==> src/rtl/dtws_pkg.sv <==
package dtws_pkg;

    localparam int TUNE_BITS = 32;
    localparam int CTRL_BITS = 8;
    localparam int FREQ_W    = 28;
    localparam int REF_W     = 28;
    localparam int RUN_LEN   = TUNE_BITS + CTRL_BITS + 1;
    localparam int IDX_W     = $clog2(RUN_LEN);
    localparam int STEP_W    = $clog2(TUNE_BITS);

    localparam logic [REF_W-1:0]     REF_RESET       = REF_W'(180000000);
    localparam logic [CTRL_BITS-1:0] CTRL_MULT_ON    = CTRL_BITS'(1);
    localparam logic [CTRL_BITS-1:0] CTRL_POWER_DOWN = CTRL_BITS'(4);

    // one computed request travelling from the divider to the serializer
    typedef struct packed {
        logic [TUNE_BITS-1:0] word;
        logic                 zero;
    } t_job;

    // handshake between a producer and the job queue
    typedef struct packed {
        logic push;
        logic full;
    } t_q_wr;

    // handshake between the job queue and a consumer
    typedef struct packed {
        logic pop;
        logic empty;
    } t_q_rd;

endpackage

==> src/rtl/dtws_freq_if.sv <==
interface dtws_freq_if;
    logic                         valid;
    logic                         ready;
    logic [dtws_pkg::FREQ_W-1:0]  freq_hz;

    modport source (output valid, output freq_hz, input ready);
    modport sink   (input valid, input freq_hz, output ready);
endinterface

==> src/rtl/dtws_result_if.sv <==
interface dtws_result_if;
    logic                           valid;
    logic                           ready;
    logic                           data_bit;
    logic                           is_load_pulse;
    logic [dtws_pkg::TUNE_BITS-1:0] tuning_word;
    logic                           last;

    modport source (output valid, output data_bit, output is_load_pulse,
                    output tuning_word, output last, input ready);
    modport sink   (input valid, input data_bit, input is_load_pulse,
                    input tuning_word, input last, output ready);
endinterface

==> src/rtl/dtws_cfg_if.sv <==
interface dtws_cfg_if;
    logic                        valid;
    logic                        ready;
    logic [dtws_pkg::REF_W-1:0]  data;

    modport source (output valid, output data, input ready);
    modport sink   (input valid, input data, output ready);
endinterface

==> src/rtl/dtws_front.sv <==
module dtws_front (
    input  logic                           i_clk,
    input  logic                           i_rst_n,
    dtws_freq_if.sink                      i_req,
    dtws_cfg_if.sink                       i_cfg,
    input  logic                           i_full,
    output dtws_pkg::t_q_wr                o_wr,
    output dtws_pkg::t_job                 o_job
);

    typedef enum logic [1:0] {ST_IDLE, ST_DIV, ST_PUSH} t_state;

    t_state                             r_state, n_state;
    logic [dtws_pkg::REF_W-1:0]         r_ref;
    logic [dtws_pkg::REF_W-1:0]         r_rem, n_rem;
    logic [dtws_pkg::TUNE_BITS-1:0]     r_quo, n_quo;
    logic [dtws_pkg::STEP_W-1:0]        r_cnt, n_cnt;
    logic                               r_sat, n_sat;
    logic                               r_zero, n_zero;

    logic                               accept;
    logic                               push;
    logic [dtws_pkg::REF_W:0]           shifted;
    logic                               ge;

    assign push          = (r_state == ST_PUSH) && !i_full;
    assign i_req.ready   = (r_state == ST_IDLE) || push;
    assign accept        = i_req.valid && i_req.ready;
    assign i_cfg.ready   = 1'b1;

    // one restoring step per cycle, remainder stays below the reference while the frequency is below it
    assign shifted = {r_rem, 1'b0};
    assign ge      = shifted >= {1'b0, r_ref};

    assign o_wr.push = push;
    assign o_wr.full = i_full;
    // zero frequency always gives a zero word, even with a zero reference
    assign o_job.word = r_zero ? '0 : (r_sat ? '1 : r_quo);
    assign o_job.zero = r_zero;

    always_comb begin
        n_state = r_state;
        n_rem   = r_rem;
        n_quo   = r_quo;
        n_cnt   = r_cnt;
        n_sat   = r_sat;
        n_zero  = r_zero;
        unique case (r_state) inside
            ST_IDLE, ST_PUSH: begin
                if (r_state == ST_PUSH && push) begin
                    n_state = ST_IDLE;
                end
                if (accept) begin
                    n_state = ST_DIV;
                    n_rem   = i_req.freq_hz;
                    n_quo   = '0;
                    n_cnt   = '0;
                    n_zero  = (i_req.freq_hz == '0);
                    n_sat   = (i_req.freq_hz != '0) && (i_req.freq_hz >= r_ref);
                end
            end
            ST_DIV: begin
                n_rem = ge ? dtws_pkg::REF_W'(shifted - {1'b0, r_ref})
                           : dtws_pkg::REF_W'(shifted);
                n_quo = {r_quo[dtws_pkg::TUNE_BITS-2:0], ge};
                n_cnt = r_cnt + 1'b1;
                if (r_cnt == dtws_pkg::STEP_W'(dtws_pkg::TUNE_BITS - 1)) begin
                    n_state = ST_PUSH;
                end
            end
            default: n_state = ST_IDLE;
        endcase
    end

    always_ff @(posedge i_clk) begin
        if (!i_rst_n) begin
            r_state <= ST_IDLE;
            r_ref   <= dtws_pkg::REF_RESET;
        end else begin
            r_state <= n_state;
            if (i_cfg.valid && i_cfg.ready) begin
                r_ref <= i_cfg.data;
            end
        end
        r_rem  <= n_rem;
        r_quo  <= n_quo;
        r_cnt  <= n_cnt;
        r_sat  <= n_sat;
        r_zero <= n_zero;
    end

endmodule

==> src/rtl/dtws_queue.sv <==
module dtws_queue (
    input  logic             i_clk,
    input  logic             i_rst_n,
    input  logic             i_push,
    input  dtws_pkg::t_job   i_job,
    output logic             o_full,
    input  logic             i_pop,
    output logic             o_empty,
    output dtws_pkg::t_job   o_job
);

    dtws_pkg::t_job  r_mem [2];
    logic            r_wr_ptr;
    logic            r_rd_ptr;
    logic [1:0]      r_count;

    assign o_full  = (r_count == 2'd2);
    assign o_empty = (r_count == 2'd0);
    assign o_job   = r_mem[r_rd_ptr];

    always_ff @(posedge i_clk) begin
        if (!i_rst_n) begin
            r_wr_ptr <= 1'b0;
            r_rd_ptr <= 1'b0;
            r_count  <= 2'd0;
        end else begin
            if (i_push) begin
                r_wr_ptr <= ~r_wr_ptr;
            end
            if (i_pop) begin
                r_rd_ptr <= ~r_rd_ptr;
            end
            case ({i_push, i_pop})
                2'b10:   r_count <= r_count + 2'd1;
                2'b01:   r_count <= r_count - 2'd1;
                default: r_count <= r_count;
            endcase
        end
        if (i_push) begin
            r_mem[r_wr_ptr] <= i_job;
        end
    end

endmodule

==> src/rtl/dtws_back.sv <==
module dtws_back (
    input  logic              i_clk,
    input  logic              i_rst_n,
    input  dtws_pkg::t_q_rd   i_rd,
    input  dtws_pkg::t_job    i_job,
    output logic              o_pop,
    dtws_result_if.source     o_res
);

    localparam int SH_W = dtws_pkg::TUNE_BITS + dtws_pkg::CTRL_BITS;

    logic                            r_valid;
    logic [SH_W-1:0]                 r_sh;
    logic [dtws_pkg::TUNE_BITS-1:0]  r_word;
    logic [dtws_pkg::IDX_W-1:0]      r_idx;
    logic                            r_last;

    logic                            advance;
    logic                            take_new;

    assign advance  = !r_valid || o_res.ready;
    assign take_new = advance && (!r_valid || r_last);
    assign o_pop    = take_new && !i_rd.empty;

    assign o_res.valid         = r_valid;
    assign o_res.data_bit      = r_last ? 1'b0 : r_sh[0];
    assign o_res.is_load_pulse = r_last;
    assign o_res.tuning_word   = r_word;
    assign o_res.last          = r_last;

    always_ff @(posedge i_clk) begin
        if (!i_rst_n) begin
            r_valid <= 1'b0;
            r_last  <= 1'b0;
            r_idx   <= '0;
        end else if (take_new) begin
            r_valid <= !i_rd.empty;
            r_last  <= 1'b0;
            r_idx   <= '0;
        end else if (advance) begin
            r_idx  <= r_idx + 1'b1;
            r_last <= (r_idx == dtws_pkg::IDX_W'(dtws_pkg::RUN_LEN - 2));
        end
        if (o_pop) begin
            r_word <= i_job.word;
            r_sh   <= {(i_job.zero ? dtws_pkg::CTRL_POWER_DOWN : dtws_pkg::CTRL_MULT_ON),
                       i_job.word};
        end else if (advance && !take_new) begin
            r_sh <= r_sh >> 1;
        end
    end

endmodule

==> src/rtl/dds_tuning_word_serializer.sv <==
// serial tuning-word loader: each request on i_req carries a frequency in hertz and
// turns into 41 results on o_res, the 32-bit phase step floor(freq * 2^32 / ref) lsb
// first, then the control byte lsb first (1 = multiplier on, 4 = power down for a
// zero frequency with a zero word), then one load strobe flagged by is_load_pulse
// and last; a frequency at or above the reference saturates the word to all ones;
// the reference clock is written on i_cfg (reset 180 MHz) and must only be changed
// while the block is idle, which the block itself does not enforce; the divider
// takes one restoring step per quotient bit, then a push state; a two-entry job
// queue decouples it from the serializer, so with a ready sink the sustained rate
// is set by the serial output, and the first bit follows the push and the pop
module dds_tuning_word_serializer (
    input  logic           i_clk,
    input  logic           i_rst_n,
    dtws_freq_if.sink      i_req,
    dtws_cfg_if.sink       i_cfg,
    dtws_result_if.source  o_res
);

    // divider to queue
    dtws_pkg::t_q_wr  wr;
    dtws_pkg::t_job   front_job;
    logic             q_full;

    // queue to serializer
    dtws_pkg::t_q_rd  rd;
    dtws_pkg::t_job   back_job;
    logic             q_pop;
    logic             q_empty;

    assign rd.pop   = q_pop;
    assign rd.empty = q_empty;

    // front: takes requests and config, runs the bit-serial divider
    dtws_front u_front (
        .i_clk   (i_clk),
        .i_rst_n (i_rst_n),
        .i_req   (i_req),
        .i_cfg   (i_cfg),
        .i_full  (q_full),
        .o_wr    (wr),
        .o_job   (front_job)
    );

    // short job queue so either side can stall independently
    dtws_queue u_queue (
        .i_clk   (i_clk),
        .i_rst_n (i_rst_n),
        .i_push  (wr.push),
        .i_job   (front_job),
        .o_full  (q_full),
        .i_pop   (rd.pop),
        .o_empty (q_empty),
        .o_job   (back_job)
    );

    // back: shifts out word, control byte and load strobe
    dtws_back u_back (
        .i_clk   (i_clk),
        .i_rst_n (i_rst_n),
        .i_rd    (rd),
        .i_job   (back_job),
        .o_pop   (q_pop),
        .o_res   (o_res)
    );

endmodule

==> src/flat_wrapper.sv <==
// flat-port wrapper written by rule: the top's interface ports become plain ports
module dds_tuning_word_serializer_flat 
  (i_clk, i_rst_n, i_req_valid, i_req_freq_hz, i_req_ready, i_cfg_valid, i_cfg_data, i_cfg_ready, o_res_valid, o_res_data_bit, o_res_is_load_pulse, o_res_tuning_word, o_res_last, o_res_ready);
  dtws_freq_if i_req_i ();
  dtws_cfg_if i_cfg_i ();
  dtws_result_if o_res_i ();
  input  logic i_clk;
  input  logic i_rst_n;
  input wire logic [$bits(i_req_i.valid)-1:0] i_req_valid;
  input wire logic [$bits(i_req_i.freq_hz)-1:0] i_req_freq_hz;
  output wire logic [$bits(i_req_i.ready)-1:0] i_req_ready;
  input wire logic [$bits(i_cfg_i.valid)-1:0] i_cfg_valid;
  input wire logic [$bits(i_cfg_i.data)-1:0] i_cfg_data;
  output wire logic [$bits(i_cfg_i.ready)-1:0] i_cfg_ready;
  output wire logic [$bits(o_res_i.valid)-1:0] o_res_valid;
  output wire logic [$bits(o_res_i.data_bit)-1:0] o_res_data_bit;
  output wire logic [$bits(o_res_i.is_load_pulse)-1:0] o_res_is_load_pulse;
  output wire logic [$bits(o_res_i.tuning_word)-1:0] o_res_tuning_word;
  output wire logic [$bits(o_res_i.last)-1:0] o_res_last;
  input wire logic [$bits(o_res_i.ready)-1:0] o_res_ready;
  assign i_req_i.valid = i_req_valid;
  assign i_req_i.freq_hz = i_req_freq_hz;
  assign i_req_ready = i_req_i.ready;
  assign i_cfg_i.valid = i_cfg_valid;
  assign i_cfg_i.data = i_cfg_data;
  assign i_cfg_ready = i_cfg_i.ready;
  assign o_res_valid = o_res_i.valid;
  assign o_res_data_bit = o_res_i.data_bit;
  assign o_res_is_load_pulse = o_res_i.is_load_pulse;
  assign o_res_tuning_word = o_res_i.tuning_word;
  assign o_res_last = o_res_i.last;
  assign o_res_i.ready = o_res_ready;
  dds_tuning_word_serializer u_core (.i_clk(i_clk), .i_rst_n(i_rst_n), .i_req(i_req_i), .i_cfg(i_cfg_i), .o_res(o_res_i));
endmodule
==> config.mk <==
export PLATFORM = sky130hd
export DESIGN_NAME = dds_tuning_word_serializer_flat
export DESIGN_NICKNAME = d
export VERILOG_FILES = /design/src/rtl/dtws_pkg.sv /design/src/rtl/dtws_freq_if.sv /design/src/rtl/dtws_result_if.sv /design/src/rtl/dtws_cfg_if.sv /design/src/rtl/dtws_front.sv /design/src/rtl/dtws_queue.sv /design/src/rtl/dtws_back.sv /design/src/rtl/dds_tuning_word_serializer.sv /design/src/flat_wrapper.sv
export SDC_FILE = /design/constraint.sdc
export NUM_CORES = 1
export LEC_CHECK = 0
export BUFFER_PORTS_ARGS = -buffer_cell sky130_fd_sc_hd__buf_2
export CAP_MARGIN = 20
export CORE_UTILIZATION = 60
export CTS_CLUSTER_DIAMETER = 200
export DETAILED_ROUTE_END_ITERATION = 6
export MAX_ROUTING_LAYER = met4
export PLACE_DENSITY_LB_ADDON = 0.15
export SYNTH_ARGS = -nofsm -noshare
export SYNTH_HDL_FRONTEND = slang
export SYNTH_SLANG_ARGS = --single-unit
export TNS_END_PERCENT = 30
==> constraint.sdc <==
create_clock -name i_clk -period 4.12 [get_ports i_clk]
set_input_delay 0.206 -clock i_clk [delete_from_list [all_inputs] [get_ports i_clk]]
set_output_delay 0.206 -clock i_clk [all_outputs]
set_load 0.01 [all_outputs]
---- After elaboration in Yosys (flattened, before gate mapping) ----
Memories as Yosys holds them, arrays and structs flattened. A register that Yosys moved wholly into a read port is not among the register bits.
Cells that the tools add are included.
cells by class
  equal/unequal tests ..................... 10
  bitwise operators ....................... 3
  magnitude comparators ................... 2
  $add $sub $neg .......................... 5
  multiplexer cells ....................... 22
  reductions and logical operators ........ 26
operators with widths
  kind                 count
  $mux 32              3
  $mux 40              2
  $pmux 32 s2          1
  $mux 28              2
  $pmux 28 s2          1
  $ge 29x28->1         1
  $ge 28x28->1         1
  $logic_not 28->1     1
  $reduce_bool 28->1   1
  $sub 28x28->28       1
  $pmux 5 s2           1
  $pmux 2 s2           2
  $logic_and 1x1->1    7
  $add 6x1->6 const B  1
  $eq 2x2->1 const B   3
  $eq 6x6->1 const B   1
  $mux 2               3
  $reduce_and 2->1     3
  $reduce_bool 2->1    3
  $add 5x1->5 const B  1
  $eq 5x5->1 const B   1
  $mux 1               5
  $mux 5               1
  $eq 2x1->1 const B   2
  11 further kinds     20
storage, ports and cells
  word-level logic and storage cells ...... 84
  memories ................................ 1
  bits in writable memories ............... 66
  output and inout port bits .............. 38
  register bits ........................... 181
memory list
  name                  words  bits a word  read ports  clocked after Yosys merged registers in  write ports  RTL line          text
  u_core.u_queue.r_mem  2      33           1           1                                        1            dtws_queue.sv:12  dtws_pkg::t_job r_mem [2];

---- Longest topological paths before layout ----
Gate-level depths: netlist of the first run.
  depth in word-level cells ............... 7
  gate-level depth with buffers ........... 14

---- Modules after synthesis ----
Synthesis of the first run repeated with hierarchy kept, for this count alone.
second synthesis, totals
  cells, all modules ...................... 1021
  area total of the unflattened synthesis .. 12100.4 um^2
by module, submodules not included
  module      area each (um^2)  times used  cells an instance
  dtws_front  6671.4            1           745
  dtws_back   2839.0            1           151
  dtws_queue  2590.0            1           125

---- Least setup slack after synthesis of the first run ----
No wires, ideal clock.
  path kind ............................... reg2reg
  from .................................... reg u_core.u_back.r_last (netlist: u_core.u_back.o_res.is_load_pulse)
  to ...................................... reg u_core.u_queue.r_count[1]
  period minus slack after synthesis ...... 3.323 ns
  data required time ...................... 4.044 ns
  data arrival time ....................... 3.248 ns
  cell stages (with the launch flop) ...... 7
  slack ................................... 0.797 ns
  path buffers ............................ 1
  path through ............................ dfxtp_1 a21boi_0 nor2_1 clkbuf_1 ha_1 or3_1 a21boi_0
between the ends
  longest elaborated chain between the ends .. 5
  elaborated cells between the ends (all ways) .. 7
  classes of those cells .................. 2 x eq/ne; 1 x mux; 4 x reduce/logical
ends and longest elaborated chain
  what                                             RTL line                          text
  from (decl)                                      dtws_back.sv:16                   logic r_last;
  from (signal assigned)                           dtws_back.sv:42                   r_last <= (r_idx == dtws_pkg::IDX_W'(dtws_pkg::RUN_LEN - 2));
  $logic_or 1x1->1 *                               dtws_back.sv:22                   assign take_new = advance && (!r_valid || r_last);
  $logic_and 1x1->1 *                              dtws_back.sv:22
  $logic_and 1x1->1 *                              dtws_back.sv:23                   assign o_pop = take_new && !i_rd.empty;
  net u_core.q_pop                                 dds_tuning_word_serializer.sv:27  logic q_pop;
  $eq 2x1->1 or $eq 2x2->1 (tied branches)         dtws_queue.sv:33                  case ({i_push, i_pop})
  $pmux 2 s2 or $reduce_bool 2->1 (tied branches)  --
  to (signal assigned)                             dtws_queue.sv:34                  2'b10: r_count <= r_count + 2'd1;
  to (signal assigned)                             dtws_queue.sv:35                  2'b01: r_count <= r_count - 2'd1;
  to (signal assigned)                             dtws_queue.sv:36                  default: r_count <= r_count;
  to (decl)                                        dtws_queue.sv:15                  logic [1:0] r_count;
Mark *: on every way through the listed nets, which the timed path passes. The rest lies on a longest branch.
A chain may end at the register's enable or synchronous reset.

---- Worst setup path after layout of the first run ----
  from .................................... reg u_core.u_front.r_rem[11] in the netlist's numbering
  to ...................................... reg u_core.u_front.r_rem[9] in the netlist's numbering, data pin
between the ends
  longest elaborated chain between the ends .. 3
ends and longest elaborated chain
  what                               RTL line          text
  from (decl)                        dtws_front.sv:15  logic [dtws_pkg::REF_W-1:0] r_rem, n_rem;
  from (signal assigned)             dtws_front.sv:85  r_rem <= n_rem;
  $ge 29x28->1                       dtws_front.sv:33  assign ge = shifted >= {1'b0, r_ref};
  $mux 28                            dtws_front.sv:63  n_rem = ge ? dtws_pkg::REF_W'(shifted - {1'b0, r_ref})
  $pmux 28 s2                        dtws_front.sv:48  unique case (r_state) inside
  net u_core.u_front.n_rem, one bit  dtws_front.sv:15
The timed path passes the listed nets, and every way through them passes these cells.

==> flow_metrics.env, run 1 <==
export IMPL_status="finished with violations"
export IMPL_violations="DRC"
export IMPL_io_buffer_count=97
export IMPL_synth_seq_cells=243
export IMPL_startpoint_type="flip-flop"
export IMPL_clk_pin_slew_ns=0.06
export IMPL_final_util_pct=70.3
export IMPL_synth_commonest_cells="edfxtp_1, nor2_1, mux2_2"
export IMPL_drtPass1Iterations=7
export IMPL_routed_via_count=7682
export IMPL_area_growth_pct=15.1
export IMPL_fmax_mhz=321
export IMPL_place_ws_ns=1.00
export IMPL_netlist_area_leader_share_pct=50.7
export IMPL_cts_root_buffer="clkbuf_16"
export IMPL_nNetsFinal=1222
export IMPL_die_y_um=143
export IMPL_overflow=0
export IMPL_finClkSkew_ns=0.0220
export IMPL_dieWidth_um=143
export IMPL_avgViaCountPerCell=5.56
export IMPL_ant_nets=0
export IMPL_critPathCapture="u_core.u_front.r_rem[9]$_DFFE_PP_"
export IMPL_htreeDepth=1
export IMPL_routedWlPerCell_um=16.7
export IMPL_r2r_start="u_core.u_front.r_rem[11]$_DFFE_PP_"
export IMPL_r2r_end="u_core.u_front.r_rem[9]$_DFFE_PP_"
export IMPL_dp_hpwl_mm=15.4
export IMPL_grt_max_degree=47
export IMPL_synth_yosys_seq_area_share_pct=57.9
export IMPL_routabilityCongestion=0.925
export IMPL_netlist_area_um2=11900
export IMPL_grt_pass1_wl_mm=37.1
export IMPL_p_leak_nw=5.31
export IMPL_rows=51
export IMPL_hp_class="primary input to flip-flop"
export IMPL_tightest_slew_ns=0.961
export IMPL_ys_types=60
export IMPL_io_pins=99
export IMPL_seq_area_um2=6870
export IMPL_clockBufferDepth=3
export IMPL_slew_headroom_pct=35.9
export IMPL_whs_path_depth=3
export IMPL_crit_required_ns=4.37
export IMPL_syn_nets=1105
export IMPL_crit_path_end_kind="flip-flop"
export IMPL_initial_core_util_pct=61.1
export IMPL_syn_inst=983
export IMPL_cap_violations=0
export IMPL_diodes=0
export IMPL_power_density_nw_per_um2=455
export IMPL_rsz0062_at_grt="false"
export IMPL_multi_input_area_um2=4650
export IMPL_synth_edf_count=200
export IMPL_drive_gt1_share_pct=20.4
export IMPL_ys_flop_type="edfxtp_1"
export IMPL_async_flop_share_pct=0
export IMPL_post_route_period_util_pct=75.7
export IMPL_critPathArrivalTime_ns=3.37
export IMPL_fillers=1404
export IMPL_yosysTopAreaCell="edfxtp_1"
export IMPL_crit_path_start="u_core.u_front.r_rem[11]$_DFFE_PP_"
export IMPL_grt_use_total_pct=24.0
export IMPL_setup_violations=0
export IMPL_clk_latency_ns=0.52
export IMPL_coreArea_um2=19400
export IMPL_drtIter0Drc=388
export IMPL_ys_top_cells_by_area="edfxtp_1, dfxtp_1, ha_1"
export IMPL_finalSetupTns_ns=0
export IMPL_cts_setup_buffers=0
export IMPL_cp_max_fo=18
export IMPL_die_area_um2=20300
export IMPL_wl_mm=23.1
export IMPL_cts_sinks=243
export IMPL_synth_warnings=0
export IMPL_avgSynthCellArea_um2=12.1
export IMPL_r2r_setup_slack_ns=1.00
export IMPL_drc_errors=2
export IMPL_maxSlewViolCount=0
export IMPL_grt_pass1_vias=7634
export IMPL_yosysMostFrequentCell="edfxtp_1"
export IMPL_numCtsBuffers=25
export IMPL_rr_worst_depth=11
export IMPL_ir_worst_vdd_v=0.000329
export IMPL_hold_viol=0
export IMPL_cts_tree="built"
export IMPL_postLayoutSetupSlackWorst_ns=1.00
export IMPL_min_period_ns=3.12
export IMPL_antenna_found_initial=0
export IMPL_path_class="flip-flop to flip-flop"
[registers in the layout, indices dropped and copies added, names as in the netlist, named ones only]
signal / count
u_core.u_back.o_res.is_load_pulse: 1
u_core.u_back.r_idx: 6
u_core.u_queue.r_rd_ptr: 1
u_core.u_front.r_rem: 28
u_core.u_front.r_ref: 28
u_core.u_front.r_cnt: 5
u_core.u_back.o_res.valid: 1
u_core.u_front.r_state: 2
u_core.u_queue.r_mem: 66
u_core.u_front.r_sat: 1
u_core.u_back.r_sh: 35
u_core.u_front.r_zero: 1
u_core.u_front.r_quo: 32
u_core.u_queue.r_count: 2
u_core.u_back.o_res.tuning_word: 32
u_core.u_queue.r_wr_ptr: 1
[worst min-delay path by stage]
stage,from,endpoint,slack [ns]
finish,i_req_freq_hz[3],u_core.u_front.r_rem[3]$_DFFE_PP_,0.02
global route,i_req_freq_hz[22],u_core.u_front.r_rem[22]$_DFFE_PP_,0.02
CTS,i_req_freq_hz[16],u_core.u_front.r_rem[16]$_DFFE_PP_,0.009
detailed placement,i_cfg_data[23],u_core.u_front.r_ref[23]$_SDFFE_PN1P_,0.42
global placement,i_cfg_data[19],u_core.u_front.r_ref[19]$_SDFFE_PN1P_,0.42
floorplan,i_cfg_data[10],u_core.u_front.r_ref[10]$_SDFFE_PN1P_,0.34
[cell usage in the layout, fill, tap and decap left out, types with 36 or more instances in the layout]
| cell | n |
|---|---|
| inv_1 | 38 |
| nand2_1 | 61 |
| and2_1 | 40 |
| edfxtp_1 | 200 |
| nor2_1 | 103 |
| a21oi_1 | 46 |
| mux2i_1 | 36 |
| mux2_2 | 66 |
| ha_1 | 60 |
| dfxtp_1 | 43 |
| buf_2 | 97 |
[routing by layer]
metal  track usage (%)  wire [µm]
met1              28.1       9700
met2              43.3      12000
met3              2.89        893
met4              6.90        554
met5                 -          0
[through the flow]
step / hold slack [ns] / std cells / cell area, µm² / power [mW]
floorplan: 0.336 / 983 / 11900 / 3.87
global placement: 0.424 / 1308 / 12600 / 4.12
detailed placement: 0.424 / 1308 / 12600 / 4.14
CTS: 0.00944 / 1381 / 13600 / 6.24
global route: 0.0243 / 1382 / 13600 / 6.48
finish: 0.0245 / 1382 / 13600 / 6.21
[cell families after synthesis]
logic type	share of synthesized area (%)
AND/OR/NAND/NOR	12.1
other	0.0316
adder cells (fa/ha/maj)	6.50
AO/OA/AOI/OAI	8.36
multiplexers	9.31
flip-flops	57.9
buffers and inverters	3.17
XOR/XNOR	2.66
[area by class of cell]
cell class | count | area share (%)
Timing Repair Buffer | 140 | 6.60
Tap cell | 265 | 2.43
Clock buffer | 30 | 4.87
Multi-Input combinational cell | 652 | 34.0
Inverter | 38 | 1.05
Sequential cell | 243 | 50.3
Clock inverter | 14 | 0.688
[power by group]
group / internal (mW) / leakage (nW) / switching (mW)
registers: 2.85 / 2.24 / 0.0666
clock network: 1.20 / 0.375 / 0.876
logic: 0.508 / 2.70 / 0.698
total: 4.57 / 5.31 / 1.64
[timing repair]
action                                 in CTS  in global routing
hold buffers                               29                  0
resized for setup                           0                  0
endpoints found under the hold margin      29                  0
[critical path, cell delays in order (launching register included)]
cell	delay [ns]
edfxtp_1	0.40
ha_1	0.41
and3_2	0.26
nand4_2	0.16
nor4_2	0.33
a31oi_1	0.13
o211ai_2	0.09
o211ai_2	0.13
a31oi_2	0.20
buf_4	0.35
mux2i_1	0.30
o21ai_1	0.09
Note: power is estimated with default switching activity, not from simulation.
==> run 2, diff against run 1 <==
- clock period: 4.12 -> 3 ns (I/O delays scaled with it)
==> flow_metrics.env, run 2 (synthesis results as in run 1) <==
export IMPL_wl_mm=24.4
export IMPL_min_period_ns=2.88
export IMPL_initial_core_util_pct=61.1
export IMPL_regMostFlops="u_core.u_queue.r_mem"
export IMPL_tightest_slew_ns=0.951
export IMPL_drive_gt1_share_pct=23.4
export IMPL_routedWlPerCell_um=17.1
export IMPL_clk_latency_ns=0.54
export IMPL_switchingPower_mw=2.45
export IMPL_drtIter0Drc=381
export IMPL_avgViaCountPerCell=5.59
export IMPL_finalSetupTns_ns=0
export IMPL_clock_power_share_pct=35.8
export IMPL_internal_power_mw=6.77
export IMPL_drc_errors=0
export IMPL_die_y_um=143
export IMPL_crit_path_end_kind="flip-flop"
export IMPL_fmax_mhz=348
export IMPL_grt_busiest_layer="met2"
export IMPL_io_pins=99
export IMPL_setup_violations=0
export IMPL_cpMaxStageDelayCell="edfxtp_1"
export IMPL_slowest_delay_ns=0.44
export IMPL_coreArea_um2=19400
export IMPL_critPathArrivalTime_ns=3.25
export IMPL_use_met2_pct=44.3
export IMPL_crit_required_ns=3.37
export IMPL_area_growth_pct=21.1
export IMPL_layout_commonest_cell="edfxtp_1"
export IMPL_stdcell_area_um2=14400
export IMPL_io_buffer_count=97
export IMPL_grt_met1_usage_pct=28.3
export IMPL_comb_power_share_pct=20.6
export IMPL_overflow=0
export IMPL_startpoint_type="flip-flop"
export IMPL_p_sw_share_pct=26.6
export IMPL_ir_worst_vdd_v=0.000531
export IMPL_hold_viol=0
export IMPL_cts_root_buffer="clkbuf_16"
export IMPL_grt_max_degree=68
export IMPL_nNetsFinal=1265
export IMPL_crit_buf_inv=3
export IMPL_cts_tree="built"
export IMPL_numCtsBuffers=26
export IMPL_p_seq_share_pct=43.6
export IMPL_critPathTopFamily="compound AO/OA/AOI/OAI gates"
export IMPL_finClkSkew_ns=0.0159
export IMPL_diodes=0
export IMPL_routabilityCongestion=0.920
export IMPL_largestRegisters="u_core.u_queue.r_mem: 66 flops, u_core.u_back.r_sh: 35 flops"
export IMPL_htreeDepth=1
export IMPL_maxSlewViolCount=0
export IMPL_clockBufferDepth=3
export IMPL_ant_nets=0
export IMPL_grt_pass1_vias=7834
export IMPL_clk_pin_slew_ns=0.06
export IMPL_path_class="flip-flop to flip-flop"
export IMPL_cp_max_fo=7
export IMPL_hp_class="primary input to flip-flop"
export IMPL_placed_cell_area_um2=12700
export IMPL_rows=51
export IMPL_routed_via_count=7980
export IMPL_antenna_found_initial=0
export IMPL_drtPass1Iterations=5
export IMPL_power_density_nw_per_um2=642
export IMPL_cts_sinks=243
export IMPL_status="complete, no violations"
export IMPL_largest_reg_flops=66
export IMPL_die_area_um2=20300
export IMPL_cap_violations=0
export IMPL_grt_use_total_pct=24.8
export IMPL_dieWidth_um=143
export IMPL_rsz0062_at_grt="false"
export IMPL_slew_headroom_pct=36.6
export IMPL_final_cell_mix="edfxtp_1, nor2_1, buf_2"
export IMPL_post_route_period_util_pct=95.9
export IMPL_p_leak_nw=5.61
export IMPL_worstPathCellList="ha_4, nand3_2, o21bai_2, nand2_1, a21oi_2, buf_4, o211ai_2, o211ai_2, a31oi_4, clkbuf_16, buf_4, nand2_1, a21oi_1"
export IMPL_dp_hpwl_mm=15.5
export IMPL_grt_pass1_wl_mm=38.3
export IMPL_met3_usage_pct=3.53
-- run 2: cell count changes in the layout (fill, tap and decap cells not counted), moves of 2 or more --
cell and change:
clkinv_2 +2, dlygate4sd3_1 +23, a21oi_2 +2, clkbuf_16 +3, ha_1 -6, bufinv_16 +2, clkbuf_8 +3, clkinv_1 -6
buf_12 +5, buf_4 +12, a21oi_1 -2, ha_4 +5
-- run 2: routing by layer --
metal	vias up	part of all wire (%)
met5	-	0
met4	0	3.4
met3	63	4.4
met2	209	51
met1	3822	41
li1	3886	-
-- run 2: repair_timing --
item,4_1_cts,5_1_grt
setup endpoints to repair,1,23
hold buffers,52,0
gates cloned,0,2
pin swaps,0,2
endpoints found under the hold margin,52,0
setup buffers,0,5
resized for setup,1,17
-- run 2: metrics by stage --
step	setup WS, ns	hold WS [ns]	utilization, %	power, mW	std cells
after floorplan	0.124	0.280	-	5.31	983
after global placement	0.113	0.367	65.6	5.73	1320
after detailed placement	0.00648	0.374	65.6	5.76	1320
after CTS	0.0152	0.0117	72.9	9.11	1420
after global routing	0.00340	0.0292	74.0	9.57	1428
final	0.122	0.0299	74.0	9.22	1428
-- run 2: path summary, 6_finish.rpt --
kind	start	endpoint	slack, ns	cells past startpoint
setup / recovery	u_core.u_front.r_rem[2]$_DFFE_PP_	u_core.u_front.r_rem[13]$_DFFE_PP_	0.12	13
hold / removal	i_req_freq_hz[24]	u_core.u_front.r_rem[24]$_DFFE_PP_	0.03	3
setup reg to reg	u_core.u_front.r_rem[2]$_DFFE_PP_	u_core.u_front.r_rem[13]$_DFFE_PP_	0.12	13
hold reg to reg	u_core.u_back.r_idx[1]$_SDFFE_PP0P_	u_core.u_back.r_idx[1]$_SDFFE_PP0P_	0.48	2
-- run 2: worst min-delay path, cell delays in order --
cell     delay (ns)
buf_2          0.11
nor2_1         0.05
a31oi_1        0.14
-- run 2: layout make-up --
class	instances	area (µm²)
clock buffers	33	727
clock inverters	15	174
fillers	1330	5040
inverters	38	143
multi-input cells	652	4760
flip-flops and latches	243	6870
well taps	265	332
repair buffers	182	1360
-- run 2: power by group through the flow --
stage,combinational [mW],clock (mW),sequential [mW]
6_report,1.90,3.30,4.02
5_1_grt,2.07,3.46,4.04
4_1_cts,1.73,3.36,4.02
3_5_place_dp,1.67,0,4.09
3_3_place_gp,1.65,0,4.09
2_1_floorplan,1.24,0,4.07
